`config.mk`:
```
export PLATFORM = sky130hd
export DESIGN_NAME = packet_deframer_crc32_check_core_flat
export DESIGN_NICKNAME = d
export VERILOG_FILES = /design/src/design/pdc_pkg.sv /design/src/design/pdc_if.sv /design/src/design/pdc_crc_step.sv /design/src/design/packet_deframer_crc32_check_core.sv /design/src/flat_wrapper.sv
export SDC_FILE = /design/constraint.sdc
export NUM_CORES = 1
export LEC_CHECK = 0
export ABC_AREA = 0
export BUFFER_PORTS_ARGS = -buffer_cell sky130_fd_sc_hd__buf_2
export CAP_MARGIN = 20
export CORE_MARGIN = 3
export CORE_UTILIZATION = 50
export DETAILED_ROUTE_END_ITERATION = 6
export PLACE_DENSITY = 0.74
export SETUP_SLACK_MARGIN = 0.3
export SLEW_MARGIN = 20
export SYNTH_ARGS = -nofsm -noshare
export SYNTH_HDL_FRONTEND = slang
export SYNTH_SLANG_ARGS = --single-unit
export TNS_END_PERCENT = 5
```
`constraint.sdc`:
```
create_clock -name clk -period 5.4 [get_ports clk]
set_clock_uncertainty 0.15 [all_clocks]
set_input_delay 0.54 -clock clk [delete_from_list [all_inputs] [get_ports clk]]
set_output_delay 0.54 -clock clk [all_outputs]
set_load 0.01 [all_outputs]
```
`src/design/pdc_pkg.sv`:
```
// shared types and constants for the packet deframer with crc-32 check
`timescale 1ns / 1ps

package pdc_pkg;

    localparam int unsigned INDEX_W      = 17;
    localparam int unsigned HEADER_BYTES = 15;
    localparam int unsigned IDX_TOTAL    = 4;
    localparam int unsigned IDX_LENGTH   = 8;
    localparam int unsigned IDX_KIND     = 10;
    localparam int unsigned IDX_CRC      = 11;

    localparam logic [INDEX_W-1:0] INDEX_MAX = {INDEX_W{1'b1}};

    localparam logic [31:0] CRC_POLY = 32'hEDB88320;
    localparam logic [31:0] CRC_INIT = 32'hFFFFFFFF;

    typedef enum logic [1:0] {
        ST_OK            = 2'd0,
        ST_SHORT_HEADER  = 2'd1,
        ST_SHORT_PAYLOAD = 2'd2,
        ST_BAD_CRC       = 2'd3
    } status_t;

endpackage

```
`src/design/pdc_if.sv`:
```
// byte input and result output channel interfaces
`timescale 1ns / 1ps

interface pdc_in_if;
    logic       valid;
    logic       ready;
    logic [7:0] rx_byte;
    logic       last_byte;

    modport source (output valid, output rx_byte, output last_byte, input ready);
    modport sink   (input valid, input rx_byte, input last_byte, output ready);
endinterface

interface pdc_out_if;
    logic        valid;
    logic        ready;
    logic [7:0]  payload_byte;
    logic        payload_valid;
    logic        frame_done;
    logic [1:0]  frame_status;
    logic [31:0] seq_number;
    logic [31:0] chunk_total;
    logic [15:0] payload_length;
    logic [7:0]  packet_kind;

    modport source (
        output valid, output payload_byte, output payload_valid, output frame_done,
        output frame_status, output seq_number, output chunk_total,
        output payload_length, output packet_kind, input ready
    );
    modport sink (
        input valid, input payload_byte, input payload_valid, input frame_done,
        input frame_status, input seq_number, input chunk_total,
        input payload_length, input packet_kind, output ready
    );
endinterface

```
`src/design/pdc_crc_step.sv`:
```
// reflected crc-32 update over one byte, eight bit steps unrolled
`timescale 1ns / 1ps

module pdc_crc_step (
    input  logic [31:0] crc_in,
    input  logic [7:0]  data,
    output logic [31:0] crc_out
);
    import pdc_pkg::*;

    always_comb
    begin
        logic [31:0] c;
        c = crc_in ^ {24'd0, data};
        for (int k = 0; k < 8; k++)
        begin
            c = c[0] ? ((c >> 1) ^ CRC_POLY) : (c >> 1);
        end
        crc_out = c;
    end

endmodule

```
`src/design/packet_deframer_crc32_check_core.sv`:
```
// top level: datagram header parse, payload pass-through and crc-32 check
// an accepted byte's result is written into the output register at the next clock edge
// throughput: one byte per cycle while the sink keeps taking results, set by the unrolled eight-bit crc update
// a new byte is taken while the previous result waits if the sink takes it too
// reset: crc preset to all ones, byte count and header registers cleared
// the same clear happens after each byte marked last
`timescale 1ns / 1ps

module packet_deframer_crc32_check_core (
    input logic       clk,
    input logic       rst_n,
    pdc_in_if.sink    rx,
    pdc_out_if.source tx
);
    import pdc_pkg::*;

    logic [31:0]        crc_reg, crc_next;
    logic [INDEX_W-1:0] byte_index_reg, byte_index_next;
    logic [31:0]        seq_reg, seq_next;
    logic [31:0]        total_reg, total_next;
    logic [15:0]        length_reg, length_next;
    logic [7:0]         kind_reg, kind_next;
    logic [31:0]        rx_crc_reg, rx_crc_next;

    logic        out_valid_reg;
    logic [7:0]  out_byte_reg;
    logic        out_pvalid_reg;
    logic        out_done_reg;
    status_t     out_status_reg;
    logic [31:0] out_seq_reg;
    logic [31:0] out_total_reg;
    logic [15:0] out_length_reg;
    logic [7:0]  out_kind_reg;

    logic               take;
    logic               in_header;
    logic               in_payload;
    logic [INDEX_W-1:0] payload_end;
    logic [INDEX_W-1:0] frame_end;
    logic [INDEX_W-1:0] idx_inc;
    logic [7:0]         crc_data;
    logic [31:0]        crc_upd;
    status_t            status;

    assign rx.ready = !out_valid_reg || tx.ready;
    assign take     = rx.valid && rx.ready;

    assign in_header   = byte_index_reg < INDEX_W'(HEADER_BYTES);
    assign payload_end = INDEX_W'(HEADER_BYTES) + {1'b0, length_reg};
    assign in_payload  = !in_header && (byte_index_reg < payload_end);
    assign crc_data    = (in_header && byte_index_reg >= INDEX_W'(IDX_CRC)) ? 8'd0 : rx.rx_byte;
    assign idx_inc     = (byte_index_reg == INDEX_MAX) ? byte_index_reg
                                                       : byte_index_reg + INDEX_W'(1);

    pdc_crc_step u_crc (
        .crc_in  (crc_reg),
        .data    (crc_data),
        .crc_out (crc_upd)
    );

    always_comb
    begin
        seq_next    = seq_reg;
        total_next  = total_reg;
        length_next = length_reg;
        kind_next   = kind_reg;
        rx_crc_next = rx_crc_reg;
        crc_next    = crc_reg;
        if (in_header)
        begin
            if (byte_index_reg < INDEX_W'(IDX_TOTAL))
                seq_next = {seq_reg[23:0], rx.rx_byte};
            else if (byte_index_reg < INDEX_W'(IDX_LENGTH))
                total_next = {total_reg[23:0], rx.rx_byte};
            else if (byte_index_reg < INDEX_W'(IDX_KIND))
                length_next = {length_reg[7:0], rx.rx_byte};
            else if (byte_index_reg == INDEX_W'(IDX_KIND))
                kind_next = rx.rx_byte;
            else
                rx_crc_next = {rx_crc_reg[23:0], rx.rx_byte};
        end
        if (in_header || in_payload)
            crc_next = crc_upd;
        byte_index_next = idx_inc;
    end

    assign frame_end = INDEX_W'(HEADER_BYTES) + {1'b0, length_next};

    always_comb
    begin
        if (idx_inc < INDEX_W'(HEADER_BYTES))
            status = ST_SHORT_HEADER;
        else if (idx_inc < frame_end)
            status = ST_SHORT_PAYLOAD;
        else if ((crc_next ^ CRC_INIT) != rx_crc_next)
            status = ST_BAD_CRC;
        else
            status = ST_OK;
    end

    // datagram state
    always_ff @(posedge clk or negedge rst_n)
    begin
        if (!rst_n)
        begin
            crc_reg        <= CRC_INIT;
            byte_index_reg <= '0;
            seq_reg        <= '0;
            total_reg      <= '0;
            length_reg     <= '0;
            kind_reg       <= '0;
            rx_crc_reg     <= '0;
        end
        else if (take)
        begin
            if (rx.last_byte)
            begin
                crc_reg        <= CRC_INIT;
                byte_index_reg <= '0;
                seq_reg        <= '0;
                total_reg      <= '0;
                length_reg     <= '0;
                kind_reg       <= '0;
                rx_crc_reg     <= '0;
            end
            else
            begin
                crc_reg        <= crc_next;
                byte_index_reg <= byte_index_next;
                seq_reg        <= seq_next;
                total_reg      <= total_next;
                length_reg     <= length_next;
                kind_reg       <= kind_next;
                rx_crc_reg     <= rx_crc_next;
            end
        end
    end

    // result register control
    always_ff @(posedge clk or negedge rst_n)
    begin
        if (!rst_n)
            out_valid_reg <= 1'b0;
        else if (take)
            out_valid_reg <= 1'b1;
        else if (tx.ready)
            out_valid_reg <= 1'b0;
    end

    // result payload
    always_ff @(posedge clk)
    begin
        if (take)
        begin
            out_byte_reg   <= in_payload ? rx.rx_byte : 8'd0;
            out_pvalid_reg <= in_payload;
            out_done_reg   <= rx.last_byte;
            out_status_reg <= rx.last_byte ? status : ST_OK;
            out_seq_reg    <= seq_next;
            out_total_reg  <= total_next;
            out_length_reg <= length_next;
            out_kind_reg   <= kind_next;
        end
    end

    assign tx.valid          = out_valid_reg;
    assign tx.payload_byte   = out_byte_reg;
    assign tx.payload_valid  = out_pvalid_reg;
    assign tx.frame_done     = out_done_reg;
    assign tx.frame_status   = out_status_reg;
    assign tx.seq_number     = out_seq_reg;
    assign tx.chunk_total    = out_total_reg;
    assign tx.payload_length = out_length_reg;
    assign tx.packet_kind    = out_kind_reg;

endmodule
```
`src/flat_wrapper.sv`:
```
// flat-port wrapper written by rule: the top's interface ports become plain ports
module packet_deframer_crc32_check_core_flat import pdc_pkg::*;
  (clk, rst_n, rx_valid, rx_rx_byte, rx_last_byte, rx_ready, tx_valid, tx_payload_byte, tx_payload_valid, tx_frame_done, tx_frame_status, tx_seq_number, tx_chunk_total, tx_payload_length, tx_packet_kind, tx_ready);
  pdc_in_if rx_i ();
  pdc_out_if tx_i ();
  input logic clk;
  input logic rst_n;
  input wire logic [$bits(rx_i.valid)-1:0] rx_valid;
  input wire logic [$bits(rx_i.rx_byte)-1:0] rx_rx_byte;
  input wire logic [$bits(rx_i.last_byte)-1:0] rx_last_byte;
  output wire logic [$bits(rx_i.ready)-1:0] rx_ready;
  output wire logic [$bits(tx_i.valid)-1:0] tx_valid;
  output wire logic [$bits(tx_i.payload_byte)-1:0] tx_payload_byte;
  output wire logic [$bits(tx_i.payload_valid)-1:0] tx_payload_valid;
  output wire logic [$bits(tx_i.frame_done)-1:0] tx_frame_done;
  output wire logic [$bits(tx_i.frame_status)-1:0] tx_frame_status;
  output wire logic [$bits(tx_i.seq_number)-1:0] tx_seq_number;
  output wire logic [$bits(tx_i.chunk_total)-1:0] tx_chunk_total;
  output wire logic [$bits(tx_i.payload_length)-1:0] tx_payload_length;
  output wire logic [$bits(tx_i.packet_kind)-1:0] tx_packet_kind;
  input wire logic [$bits(tx_i.ready)-1:0] tx_ready;
  assign rx_i.valid = rx_valid;
  assign rx_i.rx_byte = rx_rx_byte;
  assign rx_i.last_byte = rx_last_byte;
  assign rx_ready = rx_i.ready;
  assign tx_valid = tx_i.valid;
  assign tx_payload_byte = tx_i.payload_byte;
  assign tx_payload_valid = tx_i.payload_valid;
  assign tx_frame_done = tx_i.frame_done;
  assign tx_frame_status = tx_i.frame_status;
  assign tx_seq_number = tx_i.seq_number;
  assign tx_chunk_total = tx_i.chunk_total;
  assign tx_payload_length = tx_i.payload_length;
  assign tx_packet_kind = tx_i.packet_kind;
  assign tx_i.ready = tx_ready;
  packet_deframer_crc32_check_core u_core (.clk(clk), .rst_n(rst_n), .rx(rx_i), .tx(tx_i));
endmodule
```
# Word-level counts from Yosys, hierarchy flattened
# Index checks and enable logic that the tools add are counted.
# Widths: inputs -> output; s select.
# totals
reg_bits	270
input_bits	13
out_inout_bits	102
wordCells	93
# classes
add_sub_neg	3
n_lt_le_gt_ge	8
n_eq_ne	3
mux	42
n_bitwise	11
n_reduce_logical	9
# op_table
cell	n
$mux 32	23
$not 13->14	8
$mux 16	5
$lt 17x4->1 const B	4
$mux 8	7
$add 4x16->17 const A	2
$lt 17x17->1	2
$mux 17	2
$ne 32x32->1	1
$not 32->32	1
$xor 32x8->32	1
$add 17x1->17 const B	1
$eq 17x17->1 const B	1
$eq 17x4->1 const B	1
$ge 17x4->1 const B	1
$lt 17x3->1 const B	1
$mux 2	2
$logic_and 1x1->1	3
$mux 1	3
$logic_not 1->1	2
$logic_or 1x1->1	2
$reduce_bool 2->1	1
$reduce_or 2->1	1
$not 1->1	1

# Longest topological paths before layout
# Gate-level depths: netlist (run 1).
# depth
depth_word	26
depth_mapped	24
mapped_depth_nobuf	21

# Cells and area by module
# From an unflattened synthesis (run 1), not the netlist that was laid out.
# unflattened
cells_unflattened	1299
hier_area_um2	15033.2
# by_module_without_submodules
module	instances	cells_each	area_per_inst_um2	seq_area_each_um2
packet_deframer_crc32_check_core	1	1236	14089.8	7297.0
pdc_crc_step	1	63	943.4	0.0

# Worst setup path before layout (run 1)
# OpenSTA, ideal clock, no wires.
# synth_path
kind	input to register
from	input port tx_ready
to	register u_core.out_total_reg[0], in the netlist u_core.tx.chunk_total[0], enable pin
setup_time_ps	503
arrival_ps	4253
t_required_ps	4747
path_slack_ps	494
stages	5
n_path_buf	2
path_cell_list	nand2b_1 > nand2_1 > inv_1 > clkbuf_1 > buf_1
# synth_between
elab_chain_len	2
# synth_rtl
element	line_no	rtl
start: declaration	flat_wrapper.sv:21	input wire logic [$bits(tx_i.ready)-1:0] tx_ready;
$logic_or 1x1->1	packet_deframer_crc32_check_core.sv:45	assign rx.ready = !out_valid_reg || tx.ready;
$logic_and 1x1->1	packet_deframer_crc32_check_core.sv:46	assign take = rx.valid && rx.ready;
via u_core.take	packet_deframer_crc32_check_core.sv:35	logic take;
end signal: assignment	packet_deframer_crc32_check_core.sv:160	out_total_reg <= total_next;
end: declaration	packet_deframer_crc32_check_core.sv:31	logic [31:0] out_total_reg;
# The timed path passes the listed nets, and every way through them passes these cells.
# A chain may end at the register's enable or synchronous reset.

# Worst setup path in the final report (run 1)
# layout_path
from	register u_core.byte_index_reg[12]
to	register u_core.out_status_reg[0], in the netlist u_core.tx.frame_status[0] (data pin)
# layout_between
elab_chain_len	23
# layout_rtl
element	line_no	rtl
start: declaration	packet_deframer_crc32_check_core.sv:18	logic [INDEX_W-1:0] byte_index_reg, byte_index_next;
start signal: assignment	packet_deframer_crc32_check_core.sv:129	byte_index_reg <= byte_index_next;
branches (longest 22 deep; another with $lt 17x4->1)	-	
$mux 1 *	packet_deframer_crc32_check_core.sv:91	if (idx_inc < INDEX_W'(HEADER_BYTES))
end signal: assignment	packet_deframer_crc32_check_core.sv:158	out_status_reg <= rx.last_byte ? status : ST_OK;
end: declaration	packet_deframer_crc32_check_core.sv:29	status_t out_status_reg;
# Every way passes the cells marked *.

==> results of run 1 <==
==> timing repair <==
action / in CTS / in global routing
setup buffers: 0 / 0
hold buffers: 1 / 0
hold endpoints to repair: 66 / 0
setup endpoints to repair: 2 / 2
pin swaps: 0 / 2
gates resized for setup: 1 / 6
==> layout make-up <==
cell class / instances / area, µm²
multi-input combinational: 1016 / 7655
sequential: 270 / 7297
clock inverter: 20 / 252.7
inverter: 35 / 136.4
timing repair buffer: 157 / 914.6
tap: 390 / 488.0
fill: 2493 / 12520
clock buffer: 33 / 772.0
==> per-layer routing <==
layer / global-route usage / vias up / part of all wire
met5: 0 / - / 0
met4: 0.09781 / 0 / 0.040
met2: 0.4077 / 464 / 0.47
met3: 0.03105 / 100 / 0.062
met1: 0.3689 / 5885 / 0.43
li1: - / 5366 / -
==> cells by family (layout without fill, tap and decap cells) <==
family | after synthesis | in the layout | share of synthesized area
AO/OA/AOI/OAI | 377 | 377 | 0.1643
AND/OR/NAND/NOR | 303 | 303 | 0.09910
flip-flops | 270 | 270 | 0.4722
XOR/XNOR | 195 | 195 | 0.1246
buffers and inverters | 134 | 245 | 0.03627
multiplexers | 105 | 105 | 0.07441
adder cells (fa/ha/maj) | 36 | 36 | 0.02915
==> worst register-to-register path: stages, from the launching register on <==
cell	delay (ns)
dfrtp_1	0.48
nor4_4	0.45
and4_2	0.35
o21ai_2	0.08
buf_4	0.22
mux2i_1	0.18
ha_1	0.25
nand2_1	0.13
nand3_1	0.18
nor3_1	0.22
xnor2_1	0.16
ha_1	0.27
a21o_1	0.18
a21o_1	0.17
a21o_1	0.17
a21o_1	0.17
a21o_1	0.16
a21o_1	0.16
a21oi_1	0.29
a31oi_1	0.13
o31a_1	0.12
==> cells in the final DEF (no fill, tap or decap), types with 5 or more instances in the layout <==
cell type / count
mux2i_1: 35
and2_1: 15
nor2b_1: 5
a21o_1: 12
clkinv_4: 6
nor3_1: 17
mux2_2: 68
clkbuf_16: 30
nand4_1: 19
buf_2: 113
xor2_1: 60
o21ai_1: 16
o31ai_1: 8
a22o_1: 85
inv_1: 34
xnor3_1: 6
a21oi_1: 72
dfstp_2: 32
o22ai_1: 29
bufinv_16: 5
o21ai_0: 76
ha_1: 36
dfrtp_1: 138
nand2_1: 116
edfxtp_1: 100
buf_4: 41
xnor2_1: 118
and3_1: 10
nand3_1: 23
nor2_1: 53
xnor2_2: 6
nor4_1: 5
a22oi_1: 28
==> report_power, final <==
group	internal (mW)	switching (mW)	total (mW)
combinational	1.67	2.15	3.83
sequential	2.46	0.368	2.83
clock	1.27	0.855	2.13
==> final timing paths <==
| path | start | to | slack, ns | cells after the start |
|---|---|---|---|---|
| worst max-delay path | u_core.byte_index_reg[12] | u_core.tx.frame_status[0] | 0.50 | 20 |
| worst min-delay path | rx_valid | u_core.tx.valid | 0.07 | 2 |
| worst max register to register | u_core.byte_index_reg[12] | u_core.tx.frame_status[0] | 0.50 | 20 |
| worst min register to register | u_core.seq_reg[29] | u_core.seq_reg[29] | 0.35 | 1 |
| max in group asynchronous | rst_n | u_core.rx_crc_reg[26] | 3.42 | 3 |
| min in group asynchronous | rst_n | u_core.rx_crc_reg[27] | 0.45 | 2 |
==> through the flow <==
step	hold slack, ns	area, µm²	util	instances
after detailed placement	0.3252	16460	0.5480	1867
after floorplan	0.09441	15450	-	1420
after CTS	0.05972	17490	0.5825	1921
after global routing	0.07619	17520	0.5832	1921
final	0.07178	17520	0.5832	1921
after global placement	0.3201	16460	0.5480	1867
==> out/metrics.cfg, run 1 <==
[floorplanning]
die_x_um=181.8
rows=63
start_util=0.5146
core-area_mm2=0.03003
fp.dieH_um=181.8
die_area_mm2=0.03305
ios=115

[global_route]
grt-ovfl-total=0
grt_start_max_net_pins=89
grt_pass1_vias=11749
antenna_found_initial=0
grt_usage=0.2587
grt_pass1_wl_mm=68.10

[cts]
clk-insertion-delay-late_ns=0.56
cts_sinks=270
clk_path_buf_depth=3
cts_buffers=29
htree_levels=1
tritoncts=built
clk_pin_slew_worst_paths_ns=0.07
clockRootBuffer=clkbuf_16

[worst_setup_path]
crit_top_cell=a21o_1
max_stage_delay_ns=0.48
critPathBufInv=1
cp_top_family=compound AO/OA/AOI/OAI gates
crit_chain=nor4_4 -> and4_2 -> o21ai_2 -> buf_4 -> mux2i_1 -> ha_1 -> nand2_1 -> nand3_1 -> nor3_1 -> xnor2_1 -> ha_1 -> a21o_1 -> a21o_1 -> a21o_1 -> a21o_1 -> a21o_1 -> a21o_1 -> a21oi_1 -> a31oi_1 -> o31a_1
cp-start-kind=flip-flop
slowest_stage=dfrtp_1
crit_arrival_ns=5.05
worstPathMaxFanout=22
worstSetupPathType=reg -> reg
crit_path_end_kind=flip-flop
critPathRequiredTime_ns=5.56

[logic_synthesis]
synthArstFlopShare=0.6296
synth_warnings=0
ys_types=83
synth_common_cells=138 x dfrtp_1, 118 x xnor2_1, 117 x nand2_1
synth_ff_type=dfrtp_1
yosysTopAreaCell=dfrtp_1
yosys_register_bits=270
synth.top_cell.area_share=0.2235
synth-seq-area-share=0.4722
synth_edf_count=100
syn_area_mm2=0.01545
synth_cells=1420
syn_avg_cell_area_um2=10.88
synth_most_common_cell=dfrtp_1
syn_nets=1469
synthTopCellsByArea=dfrtp_1 22%, edfxtp_1 19%, xnor2_1 6.7%

[power]
cellPowerDensity_mw_per_mm2=501.5
ir_drop_v=0.0004224
p_leak_nw=7.673
power.total_mw=8.783

[drt]
ant_nets=0
first_iter_violations=1176
drt_wl_total_mm=43.58
detail_route.wl_per_cell_um=22.68
drc=0
firstDrtPassIters=6
via_count=11815
drt-vias-per-instance=6.150

[hold_path]
hp-class=in -> reg

[outcome]
status=complete, no violations

[timing]
post-route-min-period_ns=4.895
worstMarginPinSlew_ns=1.062
maxSlewViolCount=0
finalHoldViolations=0
fin_crit_sh=0.9065
timing.fmax_ghz=0.2043
rsz0062_at_grt=true
finalSetupViolations=0
layout_setup_ws_ns=0.5050
maxSlewHeadroom=0.2902
tns_ns=0

[cells_and_area]
nets=1558
drive_gt1_frac=0.2266
area_growth_pct=13.34
antenna_cells=0

[place]
hpwl_mm=30.13
pre_cts_slack_ns=0.2489
gp_congestion=0.9680
port_buffers=114

[flow_run]
maxCapViolCount=0

Power figures use the tool's default switching activity.
==> inputs of run 2 (changes only) <==
--- a/config.mk
+++ b/config.mk
@@ -12,9 +12,10 @@
 export CORE_UTILIZATION = 50
 export DETAILED_ROUTE_END_ITERATION = 6
 export PLACE_DENSITY = 0.74
+export REMOVE_ABC_BUFFERS = 1
 export SETUP_SLACK_MARGIN = 0.3
 export SLEW_MARGIN = 20
 export SYNTH_ARGS = -nofsm -noshare
 export SYNTH_HDL_FRONTEND = slang
+export SYNTH_HIERARCHICAL = 1
 export SYNTH_SLANG_ARGS = --single-unit
-export TNS_END_PERCENT = 5
==> out/metrics.cfg, run 2 <==
[logic_synthesis]
synth_edf_count=100
synthArstFlopShare=0.6296
synth_cells=1299
synthAdderAreaFrac=0.02830
yosys_register_bits=270
ys_types=73
synth_warnings=6
synth_xor_area_frac=0.09738
synth_ff_type=dfrtp_1
synthTopCellsByArea=dfrtp_1 23%, edfxtp_1 20%, mux2_2 5.8%
synth_common_cells=138 x dfrtp_1, 100 x edfxtp_1, 90 x nand2_1
synth.top_cell.area_share=0.2297
synth_compound_area_frac=0.1677
syn_area_mm2=0.01503
syn_avg_cell_area_um2=11.57
synth-seq-area-share=0.4854
synth_most_common_cell=dfrtp_1
yosysTopAreaCell=dfrtp_1
synth_top_family_by_area=compound AO/OA/AOI/OAI gates
yosys.area_share.simple=0.1055
synth_mux_area_frac=0.08107

[timing]
post-route-min-period_ns=4.877
fin_crit_sh=0.9032
worstMarginPinSlew_ns=1.057
timing.fmax_ghz=0.2050
maxSlewViolCount=0
finalSetupViolations=0
layout_setup_ws_ns=0.5227
maxSlewHeadroom=0.2953
finalHoldViolations=0
rsz0062_at_grt=false

[floorplanning]
start_util=0.5154
die_area_mm2=0.03218
ios=115
fp.dieH_um=179.4
die_x_um=179.4
core-area_mm2=0.02917
rows=62

[global_route]
antenna_found_initial=0
grt-ovfl-total=0
grt_start_max_net_pins=103
grt_usage=0.2377
grt_pass1_wl_mm=60.73
grt_pass1_vias=10942

[hold_path]
hold_depth=2
hp-class=in -> reg
hold_end=u_core/tx.valid
worstHoldStart=rx_valid

[place]
dpl_cell_area_mm2=0.01612
pre_cts_slack_ns=0.1726
gp_congestion=0.9215
port_buffers=114
hpwl_mm=25.31
placed_cells=1758

[cells_and_area]
fin_util=0.5923
drive_gt1_frac=0.2605
final_cell_mix=137 x dfrtp_1, 113 x buf_2, 100 x edfxtp_1
nets=1456
area_growth_pct=14.92
final_area_mm2=0.01728
antenna_cells=0
instances_no_fill=1816
final_common_cell=dfrtp_1

[outcome]
status=complete, no violations

[worst_setup_path]
timing.rr.end=u_core/tx.frame_status[1]
crit_chain=nor4_4 -> nand4_4 -> nor3_1 -> buf_4 -> nor2b_1 -> xnor2_4 -> xor3_2 -> xnor3_1 -> mux2i_1 -> o2111ai_1 -> nor4_2 -> nand4_1 -> or2_0 -> o31a_1
cp_top_family=simple AND/OR/NAND/NOR gates
crit_path_end_kind=flip-flop
slowest_stage=xor3_2
critPathBufInv=1
r2r_slack_ns=0.52
worstPathMaxFanout=8
rr_worst_depth=14
crit_arrival_ns=5.05
worstSetupPathType=reg -> reg
cp-start-kind=flip-flop
critPathRequiredTime_ns=5.57
reg2reg_from=u_core/byte_index_reg[5]
max_stage_delay_ns=0.60

[cts]
tritoncts=built
clk_pin_slew_worst_paths_ns=0.06
clockRootBuffer=clkbuf_16
clk-insertion-delay-late_ns=0.57
clk_path_buf_depth=3
cts_buffers=29
cts_sinks=270
htree_levels=1

[drt]
first_iter_violations=977
detail_route.wl_per_cell_um=21.27
drt_wl_total_mm=38.63
firstDrtPassIters=5
drt-vias-per-instance=6.073
ant_nets=0
via_count=11028
drc=0

[flow_run]
maxCapViolCount=0

[power]
power.total_mw=8.487
cellPowerDensity_mw_per_mm2=491.2
ir_drop_v=0.0003391
p_leak_nw=7.349

-- run 2: cell count changes after synthesis, moves of 12 or more --
cell     previous run  this run
a21oi_1            73        43
nand2_1           117        90
nand3_1            23        35
nor2_1             55        39
nor3_1             19         7
o21ai_1            16         4
o22a_1              1        61
o22ai_1            29        15
xnor2_1           118        59
xor2_1             60        30
-- run 2: layer usage --
| metal | share of wire | routed length (µm) | GRT usage | up-vias |
|---|---|---|---|---|
| met2 | 0.48 | 18370 | 0.3830 | 341 |
| met1 | 0.44 | 17060 | 0.3363 | 5526 |
| li1 | - | - | - | 5095 |
| met5 | 0 | 0 | 0 | - |
| met3 | 0.058 | 2245 | 0.03961 | 66 |
| met4 | 0.025 | 950 | 0.06347 | 0 |
-- run 2: where the power goes --
group          switching [mW]  internal (mW)
Clock                   0.832           1.20
Sequential              0.266           2.45
Combinational            1.86           1.87
-- run 2: area by class of cell --
type	count	area [µm²]
Clock buffer	43	859.6
Clock inverter	11	123.9
Fill cell	2389	11890
Inverter	40	155.1
Multi-Input combinational cell	905	7392
Sequential cell	270	7298
Tap cell	384	480.5
Timing Repair Buffer	163	967.2
-- run 2: through the flow --
stage | TNS [ns] | hold slack, ns
after floorplan | -372.40 | 0.09441
after global placement | 0 | 0.3328
after detailed placement | 0 | 0.3378
after CTS | 0 | 0.04528
after global routing | 0 | 0.07050
final | 0 | 0.06623
-- run 2: worst reg2reg max path, stage by stage (launching register included) --
cell       delay [ns]
dfrtp_1          0.47
nor4_4           0.43
nand4_4          0.19
nor3_1           0.23
buf_4            0.21
nor2b_1          0.13
xnor2_4          0.32
xor3_2           0.60
xnor3_1          0.46
mux2i_1          0.29
o2111ai_1        0.19
nor4_2           0.30
nand4_1          0.18
or2_0            0.24
o31a_1           0.23
-- run 2: logic make-up after synthesis --
kind of cell               after synthesis
AOI/OAI and AO/OA                      347
xor gates and xnor gates               121
adders and majority gates               34
buffers and inverters                  124
DFF                                    270
muxes                                  112
and+or+nand+nor                        291
-- run 2: what timing repair did --
action	4_1_cts	5_1_grt
setup endpoints to repair	2	2
hold buffers	1	0
buffers inserted	2	1
gates resized for setup	1	23
hold endpoints to repair	53	0
pin swaps	1	6
-- run 2: worst max path at each step --
stage	slack (ns)	end	cells past startpoint	start
finish	0.52	u_core/tx.frame_status[1]	14	u_core/byte_index_reg[5]
global route	0.29	u_core/tx.frame_status[1]	19	u_core/length_reg[0]
CTS	0.34	u_core/tx.frame_status[1]	16	u_core/byte_index_reg[12]
detailed placement	0.17	u_core/tx.frame_status[1]	18	u_core/length_reg[0]
global placement	0.28	u_core/tx.frame_status[1]	18	u_core/length_reg[0]
floorplan	-2.59	u_core/crc_reg[27]	8	tx_ready
